$ cat config.mk
export PLATFORM = sky130hd
export DESIGN_NAME = grid_layout_hit_test_unit
export DESIGN_NICKNAME = d
export VERILOG_FILES = /design/src/glht_pkg.sv /design/src/glht_layout.sv /design/src/glht_hit.sv /design/src/grid_layout_hit_test_unit.sv
export SDC_FILE = /design/constraint.sdc
export NUM_CORES = 2
export LEC_CHECK = 0
export BUFFER_PORTS_ARGS = -buffer_cell sky130_fd_sc_hd__buf_4
export CELL_PAD_IN_SITES_DETAIL_PLACEMENT = 0
export CELL_PAD_IN_SITES_GLOBAL_PLACEMENT = 1
export CORE_MARGIN = 10
export CORE_UTILIZATION = 51
export DETAILED_ROUTE_END_ITERATION = 8
export GPL_TIMING_DRIVEN = 0
export PLACE_DENSITY = 0.83
export SETUP_SLACK_MARGIN = 0.5
export SYNTH_ARGS = -nofsm -noshare
export SYNTH_HDL_FRONTEND = slang
export SYNTH_SLANG_ARGS = --single-unit
$ cat constraint.sdc
create_clock -name clk -period 14.25 [get_ports clk]
set_input_delay 2.85 -clock clk [delete_from_list [all_inputs] [get_ports clk]]
set_output_delay 2.85 -clock clk [all_outputs]
set_load 0.05 [all_outputs]
$ cat src/glht_pkg.sv
// shared types, constants and divider step for the grid layout hit test unit
package glht_pkg;

	localparam int MARGIN_DEF          = 8;
	localparam int MIN_CELL_WIDTH_DEF  = 100;
	localparam int MIN_CELL_HEIGHT_DEF = 120;
	localparam int LABEL_HEIGHT_DEF    = 20;

	localparam int COORD_W     = 12;
	localparam int COUNT_W     = 16;
	localparam int PITCH_W     = 13;
	localparam int DIV_STEPS   = COORD_W;
	localparam int STAGE_STEPS = DIV_STEPS / 3;
	localparam int LABEL_TRIM  = 4;

	typedef enum logic [2:0] {
		REG_CONTENT_WIDTH   = 3'd0,
		REG_CONTENT_HEIGHT  = 3'd1,
		REG_BOTTOM_RESERVE  = 3'd2,
		REG_MAX_CELL_HEIGHT = 3'd3,
		REG_ORIGIN_X        = 3'd4,
		REG_ORIGIN_Y        = 3'd5,
		REG_PAGE_FIRST_ROW  = 3'd6,
		REG_ITEM_TOTAL      = 3'd7
	} cfg_reg_t;

	typedef struct packed {
		logic [COORD_W-1:0] point_x;
		logic [COORD_W-1:0] point_y;
	} point_t;

	typedef struct packed {
		logic               hit;
		logic [COUNT_W-1:0] item_index;
		logic [COORD_W-1:0] column_count;
		logic [COORD_W-1:0] row_count;
		logic [COORD_W-1:0] cell_w;
		logic [COORD_W-1:0] cell_h;
		logic [COORD_W-1:0] label_w;
		logic [PITCH_W-1:0] row_pitch;
	} result_t;

	typedef struct packed {
		logic [COORD_W-1:0] cols;
		logic [COORD_W-1:0] rows;
		logic [COORD_W-1:0] cw;
		logic [COORD_W-1:0] ch;
		logic [COORD_W-1:0] lw;
		logic [PITCH_W-1:0] pitch;
	} layout_t;

	// restoring divider state: partial remainder, dividend bits left, quotient so far
	typedef struct packed {
		logic [COORD_W-1:0] rem;
		logic [COORD_W-1:0] num;
		logic [COORD_W-1:0] quo;
	} div_t;

	function automatic div_t div_init(logic [COORD_W-1:0] n);
		div_t o;
		o.rem = '0;
		o.num = n;
		o.quo = '0;
		return o;
	endfunction

	// one quotient bit; partial remainder never exceeds the 12-bit dividend
	function automatic div_t div_step(div_t d, logic [PITCH_W-1:0] dvs);
		div_t o;
		logic [COORD_W-1:0] r;
		logic ge;
		r = {d.rem[COORD_W-2:0], d.num[COORD_W-1]};
		ge = {1'b0, r} >= dvs;
		o.rem = ge ? COORD_W'({1'b0, r} - dvs) : r;
		o.num = {d.num[COORD_W-2:0], 1'b0};
		o.quo = {d.quo[COORD_W-2:0], ge};
		return o;
	endfunction

endpackage

$ cat src/glht_layout.sv
// layout solver: column count by reciprocal multiply, cell sizes through one serial divider
module glht_layout import glht_pkg::*; #(
	parameter int MARGIN          = MARGIN_DEF,
	parameter int MIN_CELL_WIDTH  = MIN_CELL_WIDTH_DEF,
	parameter int MIN_CELL_HEIGHT = MIN_CELL_HEIGHT_DEF,
	parameter int LABEL_HEIGHT    = LABEL_HEIGHT_DEF
) (
	input  logic               clk,
	input  logic               arst_n,
	input  logic               recalc,
	input  logic [COORD_W-1:0] content_width,
	input  logic [COORD_W-1:0] content_height,
	input  logic [COORD_W-1:0] bottom_reserve,
	input  logic [COORD_W-1:0] max_cell_height,
	output logic               busy,
	output layout_t            lay
);

	localparam int ROW_EXTRA = LABEL_HEIGHT + MARGIN;
	// column pitch divide done as multiply by a rounded-up reciprocal, exact for 12-bit widths
	localparam int     COL_DIV  = MIN_CELL_WIDTH + MARGIN;
	localparam int     RECIP_SH = 24;
	localparam longint RECIP_M  =
		((longint'(1) <<< RECIP_SH) + longint'(COL_DIV) - 1) / longint'(COL_DIV);

	typedef enum logic [4:0] {
		ST_IDLE = 5'b00001,
		ST_COLS = 5'b00010,
		ST_CW   = 5'b00100,
		ST_ROWS = 5'b01000,
		ST_FIT  = 5'b10000
	} lay_state_t;

	lay_state_t         state_q, state_d;
	logic [3:0]         cnt_q, cnt_d;
	logic               dirty_q, dirty_d;
	div_t               dv_q, dv_d, dv_nxt;
	logic [PITCH_W-1:0] dvs_q, dvs_d;
	layout_t            lay_q, lay_d;

	logic               last;
	logic [COORD_W-1:0] qnz, hmax, usable, tnum, fitted, chv;
	logic [19:0]        gutter_sum, tw;
	logic [COORD_W-1:0] cols_num, cols_raw, cols_c;
	logic [39:0]        cols_prod;

	assign dv_nxt = div_step(dv_q, dvs_q);
	assign last   = cnt_q == 4'(DIV_STEPS - 1);
	assign qnz    = (dv_nxt.quo == '0) ? COORD_W'(1) : dv_nxt.quo;
	assign hmax   = (max_cell_height < COORD_W'(MIN_CELL_HEIGHT)) ?
		COORD_W'(MIN_CELL_HEIGHT) : max_cell_height;
	assign usable = (content_height > bottom_reserve) ? content_height - bottom_reserve : '0;

	// columns: (width - margin) / column pitch, at least one
	assign cols_num  = (PITCH_W'(content_width) > PITCH_W'(MARGIN)) ?
		content_width - COORD_W'(MARGIN) : '0;
	assign cols_prod = 40'(cols_num) * 40'(RECIP_M);
	assign cols_raw  = cols_prod[RECIP_SH +: COORD_W];
	assign cols_c    = (cols_raw == '0) ? COORD_W'(1) : cols_raw;

	// space left for cells once cols + 1 gutters are taken out
	assign gutter_sum = (20'(lay_q.cols) + 20'd1) * 20'(MARGIN);
	assign tw         = 20'(content_width) - gutter_sum;
	assign tnum       = (!tw[19] && tw != '0) ? tw[COORD_W-1:0] : '0;

	assign fitted = dv_nxt.quo - COORD_W'(ROW_EXTRA);
	assign chv = ({1'b0, dv_nxt.quo} < PITCH_W'(ROW_EXTRA + MIN_CELL_HEIGHT)) ?
		COORD_W'(MIN_CELL_HEIGHT) : ((fitted < hmax) ? fitted : hmax);

	always_comb begin
		state_d = state_q;
		cnt_d   = cnt_q + 4'd1;
		dirty_d = dirty_q | recalc;
		dv_d    = dv_nxt;
		dvs_d   = dvs_q;
		lay_d   = lay_q;
		unique case (state_q)
			ST_IDLE: begin
				cnt_d = '0;
				dv_d  = dv_q;
				if (dirty_q) begin
					dirty_d    = recalc;
					state_d    = ST_COLS;
					lay_d.cols = cols_c;
				end
			end
			ST_COLS: begin
				cnt_d   = '0;
				dv_d    = div_init(tnum);
				dvs_d   = {1'b0, lay_q.cols};
				state_d = ST_CW;
			end
			ST_CW: begin
				if (last) begin
					lay_d.cw = qnz;
					lay_d.lw = (qnz > COORD_W'(LABEL_TRIM)) ? qnz - COORD_W'(LABEL_TRIM) : '0;
					cnt_d    = '0;
					dv_d     = div_init(usable);
					dvs_d    = PITCH_W'(hmax) + PITCH_W'(ROW_EXTRA);
					state_d  = ST_ROWS;
				end
			end
			ST_ROWS: begin
				if (last) begin
					lay_d.rows = qnz;
					cnt_d      = '0;
					dv_d       = div_init(usable);
					dvs_d      = {1'b0, qnz};
					state_d    = ST_FIT;
				end
			end
			ST_FIT: begin
				if (last) begin
					lay_d.ch    = chv;
					lay_d.pitch = PITCH_W'(chv) + PITCH_W'(ROW_EXTRA);
					cnt_d       = '0;
					state_d     = ST_IDLE;
				end
			end
			default: begin
				state_d = ST_IDLE;
			end
		endcase
	end

	always_ff @(posedge clk or negedge arst_n) begin
		if (!arst_n) begin
			state_q <= ST_IDLE;
			cnt_q   <= '0;
			dirty_q <= 1'b1;
		end else begin
			state_q <= state_d;
			cnt_q   <= cnt_d;
			dirty_q <= dirty_d;
		end
	end

	always_ff @(posedge clk) begin
		dv_q  <= dv_d;
		dvs_q <= dvs_d;
		lay_q <= lay_d;
	end

	assign busy = dirty_q || (state_q != ST_IDLE);
	assign lay  = lay_q;

	a_cnt_bound: assert property (@(posedge clk) disable iff (!arst_n)
		cnt_q < 4'(DIV_STEPS))
		else $error("layout divider ran past its step count");

endmodule

$ cat src/glht_hit.sv
// six-stage hit test pipeline: offsets, pipelined row and column division, index
module glht_hit import glht_pkg::*; #(
	parameter int MARGIN       = MARGIN_DEF,
	parameter int LABEL_HEIGHT = LABEL_HEIGHT_DEF
) (
	input  logic               clk,
	input  logic               arst_n,
	input  logic               adv,
	input  logic               take,
	input  point_t             pt,
	input  layout_t            lay,
	input  logic [COORD_W-1:0] origin_x,
	input  logic [COORD_W-1:0] origin_y,
	input  logic [COUNT_W-1:0] page_first_row,
	input  logic [COUNT_W-1:0] item_total,
	output logic               valid,
	output logic               hit,
	output logic [COUNT_W-1:0] item_index
);

	localparam int PROD_W = COUNT_W + 1 + COORD_W;

	logic [13:0]        dyw, dxw;
	logic [PITCH_W-1:0] cstride;
	div_t               x2_d, y2_d, x3_d, y3_d, x4_d, y4_d;
	logic               inr;
	logic [PROD_W:0]    idx;
	logic               hit_d;

	logic               v_s1, v_s2, v_s3, v_s4, v_s5, v_s6;
	logic               ok_s1, ok_s2, ok_s3, ok_s4, inr_s5;
	div_t               x_s1, y_s1, x_s2, y_s2, x_s3, y_s3, x_s4, y_s4;
	logic [PROD_W-1:0]  prod_s5;
	logic [COORD_W-1:0] col_s5;
	logic               hit_s6;
	logic [COUNT_W-1:0] idx_s6;

	assign dyw     = 14'(pt.point_y) - 14'(origin_y);
	assign dxw     = 14'(pt.point_x) - 14'(origin_x) - 14'(MARGIN);
	assign cstride = PITCH_W'(lay.cw) + PITCH_W'(MARGIN);

	always_comb begin
		x2_d = x_s1;
		y2_d = y_s1;
		x3_d = x_s2;
		y3_d = y_s2;
		x4_d = x_s3;
		y4_d = y_s3;
		for (int i = 0; i < STAGE_STEPS; i++) begin
			x2_d = div_step(x2_d, cstride);
			y2_d = div_step(y2_d, lay.pitch);
			x3_d = div_step(x3_d, cstride);
			y3_d = div_step(y3_d, lay.pitch);
			x4_d = div_step(x4_d, cstride);
			y4_d = div_step(y4_d, lay.pitch);
		end
	end

	// the remainders are the offsets inside the row pitch and column stride
	assign inr = ok_s4 && (y_s4.quo < lay.rows) &&
		(PITCH_W'(y_s4.rem) < PITCH_W'(lay.ch) + PITCH_W'(LABEL_HEIGHT)) &&
		(x_s4.quo < lay.cols) && (x_s4.rem < lay.cw);

	assign idx   = (PROD_W + 1)'(prod_s5) + (PROD_W + 1)'(col_s5);
	assign hit_d = inr_s5 && (idx < (PROD_W + 1)'(item_total));

	always_ff @(posedge clk or negedge arst_n) begin
		if (!arst_n) begin
			v_s1 <= 1'b0;
			v_s2 <= 1'b0;
			v_s3 <= 1'b0;
			v_s4 <= 1'b0;
			v_s5 <= 1'b0;
			v_s6 <= 1'b0;
		end else if (adv) begin
			v_s1 <= take;
			v_s2 <= v_s1;
			v_s3 <= v_s2;
			v_s4 <= v_s3;
			v_s5 <= v_s4;
			v_s6 <= v_s5;
		end
	end

	always_ff @(posedge clk) begin
		if (adv) begin
			ok_s1   <= !dyw[13] && !dxw[13];
			x_s1    <= div_init(dxw[COORD_W-1:0]);
			y_s1    <= div_init(dyw[COORD_W-1:0]);
			ok_s2   <= ok_s1;
			x_s2    <= x2_d;
			y_s2    <= y2_d;
			ok_s3   <= ok_s2;
			x_s3    <= x3_d;
			y_s3    <= y3_d;
			ok_s4   <= ok_s3;
			x_s4    <= x4_d;
			y_s4    <= y4_d;
			inr_s5  <= inr;
			prod_s5 <= PROD_W'((17'(page_first_row) + 17'(y_s4.quo)) * 29'(lay.cols));
			col_s5  <= x_s4.quo;
			hit_s6  <= hit_d;
			idx_s6  <= hit_d ? idx[COUNT_W-1:0] : '0;
		end
	end

	assign valid      = v_s6;
	assign hit        = hit_s6;
	assign item_index = idx_s6;

endmodule

$ cat src/grid_layout_hit_test_unit.sv
// top level of the grid layout hit test unit: registers, layout solver, hit pipeline
//
// lays out a grid of item cells from the panel registers and, for each pointer beat,
// reports the item cell under the pointer along with the layout values. once the layout
// is settled, one pointer beat is taken every cycle unless the result side stalls, and
// its result passes through the offset stage, three division stages taking four
// quotient bits each for row and column, the index multiply and the index compare.
// after reset and after every configuration write the layout is rebuilt: a reciprocal
// multiply gives the column count, then one shared serial divider does three 12-step
// divisions; point_stall is high throughout, and configuration writes are always taken.
// a stall on the result side holds the whole pipeline in place.
module grid_layout_hit_test_unit import glht_pkg::*; #(
	parameter int MARGIN          = MARGIN_DEF,
	parameter int MIN_CELL_WIDTH  = MIN_CELL_WIDTH_DEF,
	parameter int MIN_CELL_HEIGHT = MIN_CELL_HEIGHT_DEF,
	parameter int LABEL_HEIGHT    = LABEL_HEIGHT_DEF
) (
	input  logic               clk,
	input  logic               arst_n,
	// pointer beats
	input  logic               point_valid,
	output logic               point_stall,
	input  point_t             point,
	// result beats
	output logic               result_valid,
	input  logic               result_stall,
	output result_t            result,
	// register writes
	input  logic               cfg_valid,
	output logic               cfg_ready,
	input  logic [2:0]         cfg_index,
	input  logic [COUNT_W-1:0] cfg_data
);

	logic [COORD_W-1:0] content_width_q, content_height_q, bottom_reserve_q;
	logic [COORD_W-1:0] max_cell_height_q, origin_x_q, origin_y_q;
	logic [COUNT_W-1:0] page_first_row_q, item_total_q;

	logic    cfg_wr;
	logic    busy;
	logic    adv;
	logic    take;
	logic    hit;
	logic [COUNT_W-1:0] item_index;
	layout_t lay;

	assign cfg_ready = 1'b1;
	assign cfg_wr    = cfg_valid && cfg_ready;

	// register file
	always_ff @(posedge clk or negedge arst_n) begin
		if (!arst_n) begin
			content_width_q   <= '0;
			content_height_q  <= '0;
			bottom_reserve_q  <= '0;
			max_cell_height_q <= '0;
			origin_x_q        <= '0;
			origin_y_q        <= '0;
			page_first_row_q  <= '0;
			item_total_q      <= '0;
		end else if (cfg_wr) begin
			unique case (cfg_index)
				REG_CONTENT_WIDTH:   content_width_q   <= cfg_data[COORD_W-1:0];
				REG_CONTENT_HEIGHT:  content_height_q  <= cfg_data[COORD_W-1:0];
				REG_BOTTOM_RESERVE:  bottom_reserve_q  <= cfg_data[COORD_W-1:0];
				REG_MAX_CELL_HEIGHT: max_cell_height_q <= cfg_data[COORD_W-1:0];
				REG_ORIGIN_X:        origin_x_q        <= cfg_data[COORD_W-1:0];
				REG_ORIGIN_Y:        origin_y_q        <= cfg_data[COORD_W-1:0];
				REG_PAGE_FIRST_ROW:  page_first_row_q  <= cfg_data;
				REG_ITEM_TOTAL:      item_total_q      <= cfg_data;
			endcase
		end
	end

	// layout rebuild after reset and after any register write
	glht_layout #(
		.MARGIN          (MARGIN),
		.MIN_CELL_WIDTH  (MIN_CELL_WIDTH),
		.MIN_CELL_HEIGHT (MIN_CELL_HEIGHT),
		.LABEL_HEIGHT    (LABEL_HEIGHT)
	) u_layout (
		.clk             (clk),
		.arst_n          (arst_n),
		.recalc          (cfg_wr),
		.content_width   (content_width_q),
		.content_height  (content_height_q),
		.bottom_reserve  (bottom_reserve_q),
		.max_cell_height (max_cell_height_q),
		.busy            (busy),
		.lay             (lay)
	);

	// the pipeline moves unless a finished result sits stalled at the output
	assign adv         = !(result_valid && result_stall);
	assign point_stall = busy || !adv;
	assign take        = point_valid && !point_stall;

	glht_hit #(
		.MARGIN       (MARGIN),
		.LABEL_HEIGHT (LABEL_HEIGHT)
	) u_hit (
		.clk            (clk),
		.arst_n         (arst_n),
		.adv            (adv),
		.take           (take),
		.pt             (point),
		.lay            (lay),
		.origin_x       (origin_x_q),
		.origin_y       (origin_y_q),
		.page_first_row (page_first_row_q),
		.item_total     (item_total_q),
		.valid          (result_valid),
		.hit            (hit),
		.item_index     (item_index)
	);

	// layout fields hold steady between register writes, so they ride along directly
	always_comb begin
		result.hit          = hit;
		result.item_index   = item_index;
		result.column_count = lay.cols;
		result.row_count    = lay.rows;
		result.cell_w       = lay.cw;
		result.cell_h       = lay.ch;
		result.label_w      = lay.lw;
		result.row_pitch    = lay.pitch;
	end

	a_hit_in_range: assert property (@(posedge clk) disable iff (!arst_n)
		result_valid && result.hit |-> result.item_index < item_total_q)
		else $error("hit reported on an index past the item count");

	a_miss_zero: assert property (@(posedge clk) disable iff (!arst_n)
		result_valid && !result.hit |-> result.item_index == '0)
		else $error("miss carries a nonzero index");

	a_pitch: assert property (@(posedge clk) disable iff (!arst_n)
		!busy |-> lay.pitch == PITCH_W'(lay.ch) + PITCH_W'(LABEL_HEIGHT + MARGIN))
		else $error("row pitch out of step with cell height");

	a_no_take_busy: assert property (@(posedge clk) disable iff (!arst_n)
		busy |-> !take)
		else $error("pointer beat taken during layout rebuild");

endmodule
### After elaboration in Yosys (flattened, before gate mapping)

Index checks and enable logic that the tools add are counted.

| storage, ports and cells | value |
|---|---|
| bits in registers | 467 |
| input port bits | 48 |
| word-level logic and storage cells | 236 |

| operators by class | value |
|---|---|
| reductions and logical operators | 37 |
| order comparisons | 36 |
| multiplexer cells | 46 |
| add/subtract/negate cells | 41 |
| multiply operators | 2 |
| bitwise gates (word level) | 1 |
| equality and inequality tests | 18 |

Operator list:

| cell | number |
|---|---|
| $ge 12x13->1 | 23 |
| $mux 11 | 23 |
| $sub 11x11->11 | 21 |
| $mux 12 | 9 |
| $pmux 35 s3 | 1 |
| $lt 12x12->1 | 4 |
| $add 12x5->13 const B | 3 |
| $pmux 13 s3 | 1 |
| $sub 12x12->12 | 3 |
| $mux 35 | 1 |
| $add 29x12->30 | 1 |
| $lt 30x16->1 | 1 |
| $mul 12x18->30 const B | 1 |
| $mul 29x12->29 | 1 |
| $ge 1x13->1 | 2 |
| $mux 13 | 2 |
| $sub 12x12->13 | 2 |
| $pmux 5 s5 | 1 |
| $logic_not 12->1 | 2 |
| $reduce_and 2->1 | 12 |
| $sub 1x11->11 | 2 |
| $mux 5 | 4 |
| $reduce_bool 20->1 | 1 |
| $sub 12x20->20 | 1 |
| other kinds (38) | 59 |

### Logic depth before layout (Yosys ltp)

| logic depth | value |
|---|---|
| word-level depth | 9 |
| gate-level depth with buffers | 56 |

### Cells and area by module

From an unflattened synthesis, not the netlist that was laid out.

| unflattened totals | value |
|---|---|
| cell total of the unflattened synthesis | 4910 |
| area total of the unflattened synthesis | 46662.3 µm² |

Modules (own cells, without submodules):

| module | sequential area each (µm²) | cells each | times used | area an instance (µm²) |
|---|---|---|---|---|
| glht_hit | 6966.7 | 3523 | 1 | 31450.2 |
| glht_layout | 3616.0 | 1153 | 1 | 11245.8 |
| grid_layout_hit_test_unit | 2602.5 | 234 | 1 | 3966.3 |

### Worst setup path after synthesis

OpenSTA, ideal clock, no wires.

| timing path | value |
|---|---|
| kind | in2out |
| start | input result_stall |
| end | output point_stall |
| arrival | 9654 ps |
| path slack | 1746 ps |
| stages | 2 |
| cells stage by stage | nand2_1 nand2_1 |

| on the way | value |
|---|---|
| longest elaborated chain between the ends | 2 |

Ends and longest elaborated chain:

| element | RTL line | RTL |
|---|---|---|
| start: declaration | grid_layout_hit_test_unit.sv:26 | `input logic result_stall,` |
| $logic_and 1x1->1 | grid_layout_hit_test_unit.sv:94 | `assign adv = !(result_valid && result_stall);` |
| $logic_or 1x1->1 | grid_layout_hit_test_unit.sv:95 | `assign point_stall = busy \|\| !adv;` |
| end: declaration | grid_layout_hit_test_unit.sv:22 | `output logic point_stall,` |

No other way between the ends.

==> impl_table.tex <==
\begin{tabular}{lr}
\hline
Metric & Value \\
\hline
\multicolumn{2}{l}{\textbf{Run status}} \\
\quad Status & finished clean \\
\multicolumn{2}{l}{\textbf{Cells and area}} \\
\quad Layout net count & 5672 \\
\quad Final core area utilization & 0.5694 \\
\quad Leading cell type in the layout, fill and taps excluded & inv\_1 \\
\quad Most frequent cells in the layout & inv\_1, ha\_1, nand2\_1 \\
\quad Ratio of cells with drive above 1 in the final layout & 0.1013 \\
\quad Layout Area Growth over Synthesis & 10.81\% \\
\multicolumn{2}{l}{\textbf{Drt}} \\
\quad Total length of routed wires & between 100000 and 150000 um \\
\quad Number of search-and-repair iterations in the first detailed-routing pass & 7 \\
\quad Number of design rule violations left after detail routing & 0 \\
\quad Average via count per standard cell & 5.763 \\
\quad Count of routing violations after the opening detailed-route iteration & 2924 \\
\quad Routed len/inst & 20.68 um \\
\quad Residual antenna-violating net count after detailed routing & 0 \\
\quad Vias & 35240 \\
\multicolumn{2}{l}{\textbf{Clock tree}} \\
\quad Number of hold buffers added after cts & 0 \\
\quad TritonCTS buffer count & 55 \\
\quad Maximum clock insertion buffer count & 3 \\
\quad Clock tree root driver cell & clkbuf\_16 \\
\quad TritonCTS Sinks & 455 \\
\quad TritonCTS clock tree & built \\
\quad Insertion delay to the later sink of the worst-skew pair & approximately 0.66 ns \\
\quad H-tree depth & 2 \\
\quad Clock input transition at the sequential cells of the worst setup and hold paths & 0.06 ns \\
\multicolumn{2}{l}{\textbf{Worst setup path}} \\
\quad CP required & 14.64 ns \\
\quad Top cell family by delay on the critical path & compound AO/OA/AOI/OAI gates \\
\quad Critical Path Fanout Max & 11 \\
\quad Slowest stage delay, CP & $\sim$0.58 ns \\
\quad Most numerous cell on the critical path & ha\_1 \\
\quad Critical path buffer and inverter count & 6 \\
\quad Setup Crit Path Kind & flop to flop \\
\quad Kind of end point of the critical path & flop \\
\quad CP max-delay cell & edfxtp\_1 \\
\quad Data arrival time of the worst path & between 10 and 15 ns \\
\quad Kind of launch point of the worst setup path & flop \\
\multicolumn{2}{l}{\textbf{Synthesis}} \\
\quad Primary flip-flop cell chosen by synthesis mapping & edfxtp\_1 \\
\quad Post-synthesis cell count & 4697 \\
\quad Total number of yosys warnings & 0 \\
\quad Synthesized area per cell & roughly 9.3 um2 \\
\quad Post-synth EDFFs & 335 \\
\quad Post-synthesis sequential element count & $\sim$460 \\
\quad Area of the mapped netlist & 0.04383 mm2 \\
\quad Share of synthesized area occupied by flip-flops and latches & 0.2981 \\
\quad Share of flip-flops with an asynchronous set or reset & 0.2637 \\
\quad Count of distinct cell types in the synthesized netlist & 99 \\
\multicolumn{2}{l}{\textbf{Global routing}} \\
\quad Initial antenna violation count & 9 \\
\quad Largest net degree at the start of global routing & 86 \\
\quad Overall global routing resource usage & 0.2520 \\
\quad GR Overflow Total & 0 \\
\quad Number of global-route vias before repair & about 34000 \\
\quad First-pass GRT wire length & 195600 um \\
\multicolumn{2}{l}{\textbf{Timing}} \\
\quad Headroom to the max-slew limit & 0.09407 \\
\quad Timing-limited maximum frequency & just under 0.08 GHz \\
\quad Fin crit share & 0.8860 \\
\quad Slew at the pin with the worst max-slew slack & 1.359 ns \\
\quad Total negative setup slack & 0 ns \\
\quad Final setup violation count & 0 \\
\quad Shortest clock period the worst path allows after layout & 12.63 ns \\
\quad Fin. max-slew vios & 0 \\
\quad Hold Fails Final Rpt & 0 \\
\quad RSZ-0062 raised after global routing & false \\
\quad Setup clock skew after layout & approximately 0.038 ns \\
\multicolumn{2}{l}{\textbf{Floorplan}} \\
\quad Top-level port count & 141 \\
\quad Die area & around 0.098 mm2 \\
\quad Die span in y & 313.1 um \\
\quad Horizontal extent of the die & 313.1 um \\
\quad Number of core rows & between 100 and 150 \\
\quad Placeable core region & between 0.08 and 0.09 mm2 \\
\quad Initial standard-cell utilization of the core & 0.5139 \\
\multicolumn{2}{l}{\textbf{Placement}} \\
\quad HPWL after detailed placement & approximately 100000 um \\
\quad Number of I/O port buffers & 130 \\
\quad Placer's final routability congestion estimate & roughly 0.93 \\
\multicolumn{2}{l}{\textbf{Flow run}} \\
\quad MaxCap Viol Count & 0 \\
\multicolumn{2}{l}{\textbf{Worst hold path}} \\
\quad Class of the worst hold path & flop to flop \\
\hline
\end{tabular}
cells in the mapped netlist, drive strengths merged, types with 51 or more instances:
cell	instances	area [um2]
clkbuf	104	390.4
nor3	74	375.4
xor2	89	779.5
nand4	70	444.2
mux2	170	1914
nand2	355	1333
edfxtp	335	10060
o21a	51	382.9
o21ai	247	1236
dfrtp	118	2953
ha	552	6907
inv	601	2256
nor2b	72	450.4
nand3	67	340.3
xnor2	219	1941
a21oi	235	1187
fa	153	3063
a21o	108	810.8
nor2	351	1335
final cells by class:
type	instances	area [um2]
clock inverters	43	461.7
flip-flops and latches	455	13070
repair buffers	160	1318
inverters	605	2286
multi-input cells	3513	28040
fillers	7693	36720
diodes	5	12.51
plain buffers	129	538.0
well taps	1144	1431
clock buffers	61	1409
logic make-up (layout without fill, tap and decap cells):
| group | after synthesis | count (layout) | synth area share |
|---|---|---|---|
| buffers and inverters | 734 | 998 | 0.06392 |
| adders and majority gates | 722 | 722 | 0.2314 |
| other | 2 | 12 | 0.0001714 |
| and+or+nand+nor | 1235 | 1235 | 0.1357 |
| DFF | 455 | 455 | 0.2981 |
| AOI/OAI and AO/OA | 1020 | 1020 | 0.1527 |
| muxes | 219 | 219 | 0.05487 |
| xor gates and xnor gates | 310 | 310 | 0.06309 |
sequential cells by signal, indices dropped and copies added, names as in the netlist, 13 cells and up:
signal	cells
page_first_row_q	16
u_layout.dvs_q	13
u_hit.x_s3	15
u_hit.x_s2	15
u_hit.x_s4	24
u_hit.y_s4	24
u_hit.item_index	16
u_hit.y_s2	15
u_hit.y_s3	15
u_hit.prod_s5	25
item_total_q	16
u_layout.dv_nxt	22
u_layout.lay	65
path summary, 6_finish.rpt:
check | startpoint | to | slack, ns | cells after the start
max | u_layout.lay[41]$_DFFE_PP_ | u_hit.x_s4[35]$_DFFE_PN_ | 1.62 | 44
min reg2reg | u_hit.y4_d[11]$_DFFE_PN_ | u_hit.y_s4[11]$_DFFE_PN_ | 0.40 | 0
max in group asynchronous | arst_n | page_first_row_q[8]$_DFFE_PN0P_ | 11.32 | 2
min | u_hit.y4_d[11]$_DFFE_PN_ | u_hit.y_s4[11]$_DFFE_PN_ | 0.40 | 0
min in group asynchronous | arst_n | origin_y_q[9]$_DFFE_PN0P_ | 2.10 | 1
max reg2reg | u_layout.lay[41]$_DFFE_PP_ | u_hit.x_s4[35]$_DFFE_PN_ | 1.62 | 44
through the flow:
stage	hold slack (ns)	worst slack (ns)	area (um2)	std cells
2_1_floorplan	0.4003	1.746	43850	4702
3_3_place_gp	0.4003	-0.5563	46250	5976
3_5_place_dp	0.4045	-0.5304	46420	5982
4_1_cts	0.3821	0.6512	48330	6089
5_1_grt	0.4153	0.5272	48550	6110
6_report	0.3962	1.625	48560	6115
metal layers:
metal	GRT usage	vias up	part of all wire
li1	-	17090	-
met1	0.3457	16930	0.45
met2	0.4046	1037	0.45
met3	0.04554	183	0.076
met4	0.06961	0	0.028
met5	0	-	0
what timing repair did:
item | CTS | global route
gates resized for setup | 2 | 25
pin swaps | 0 | 0
endpoints found under the setup margin | 25 | 50
buffers inserted | 3 | 21
Power is not shown: default switching activity piles up to over one toggle a cycle in this logic, so the estimate is an artifact.
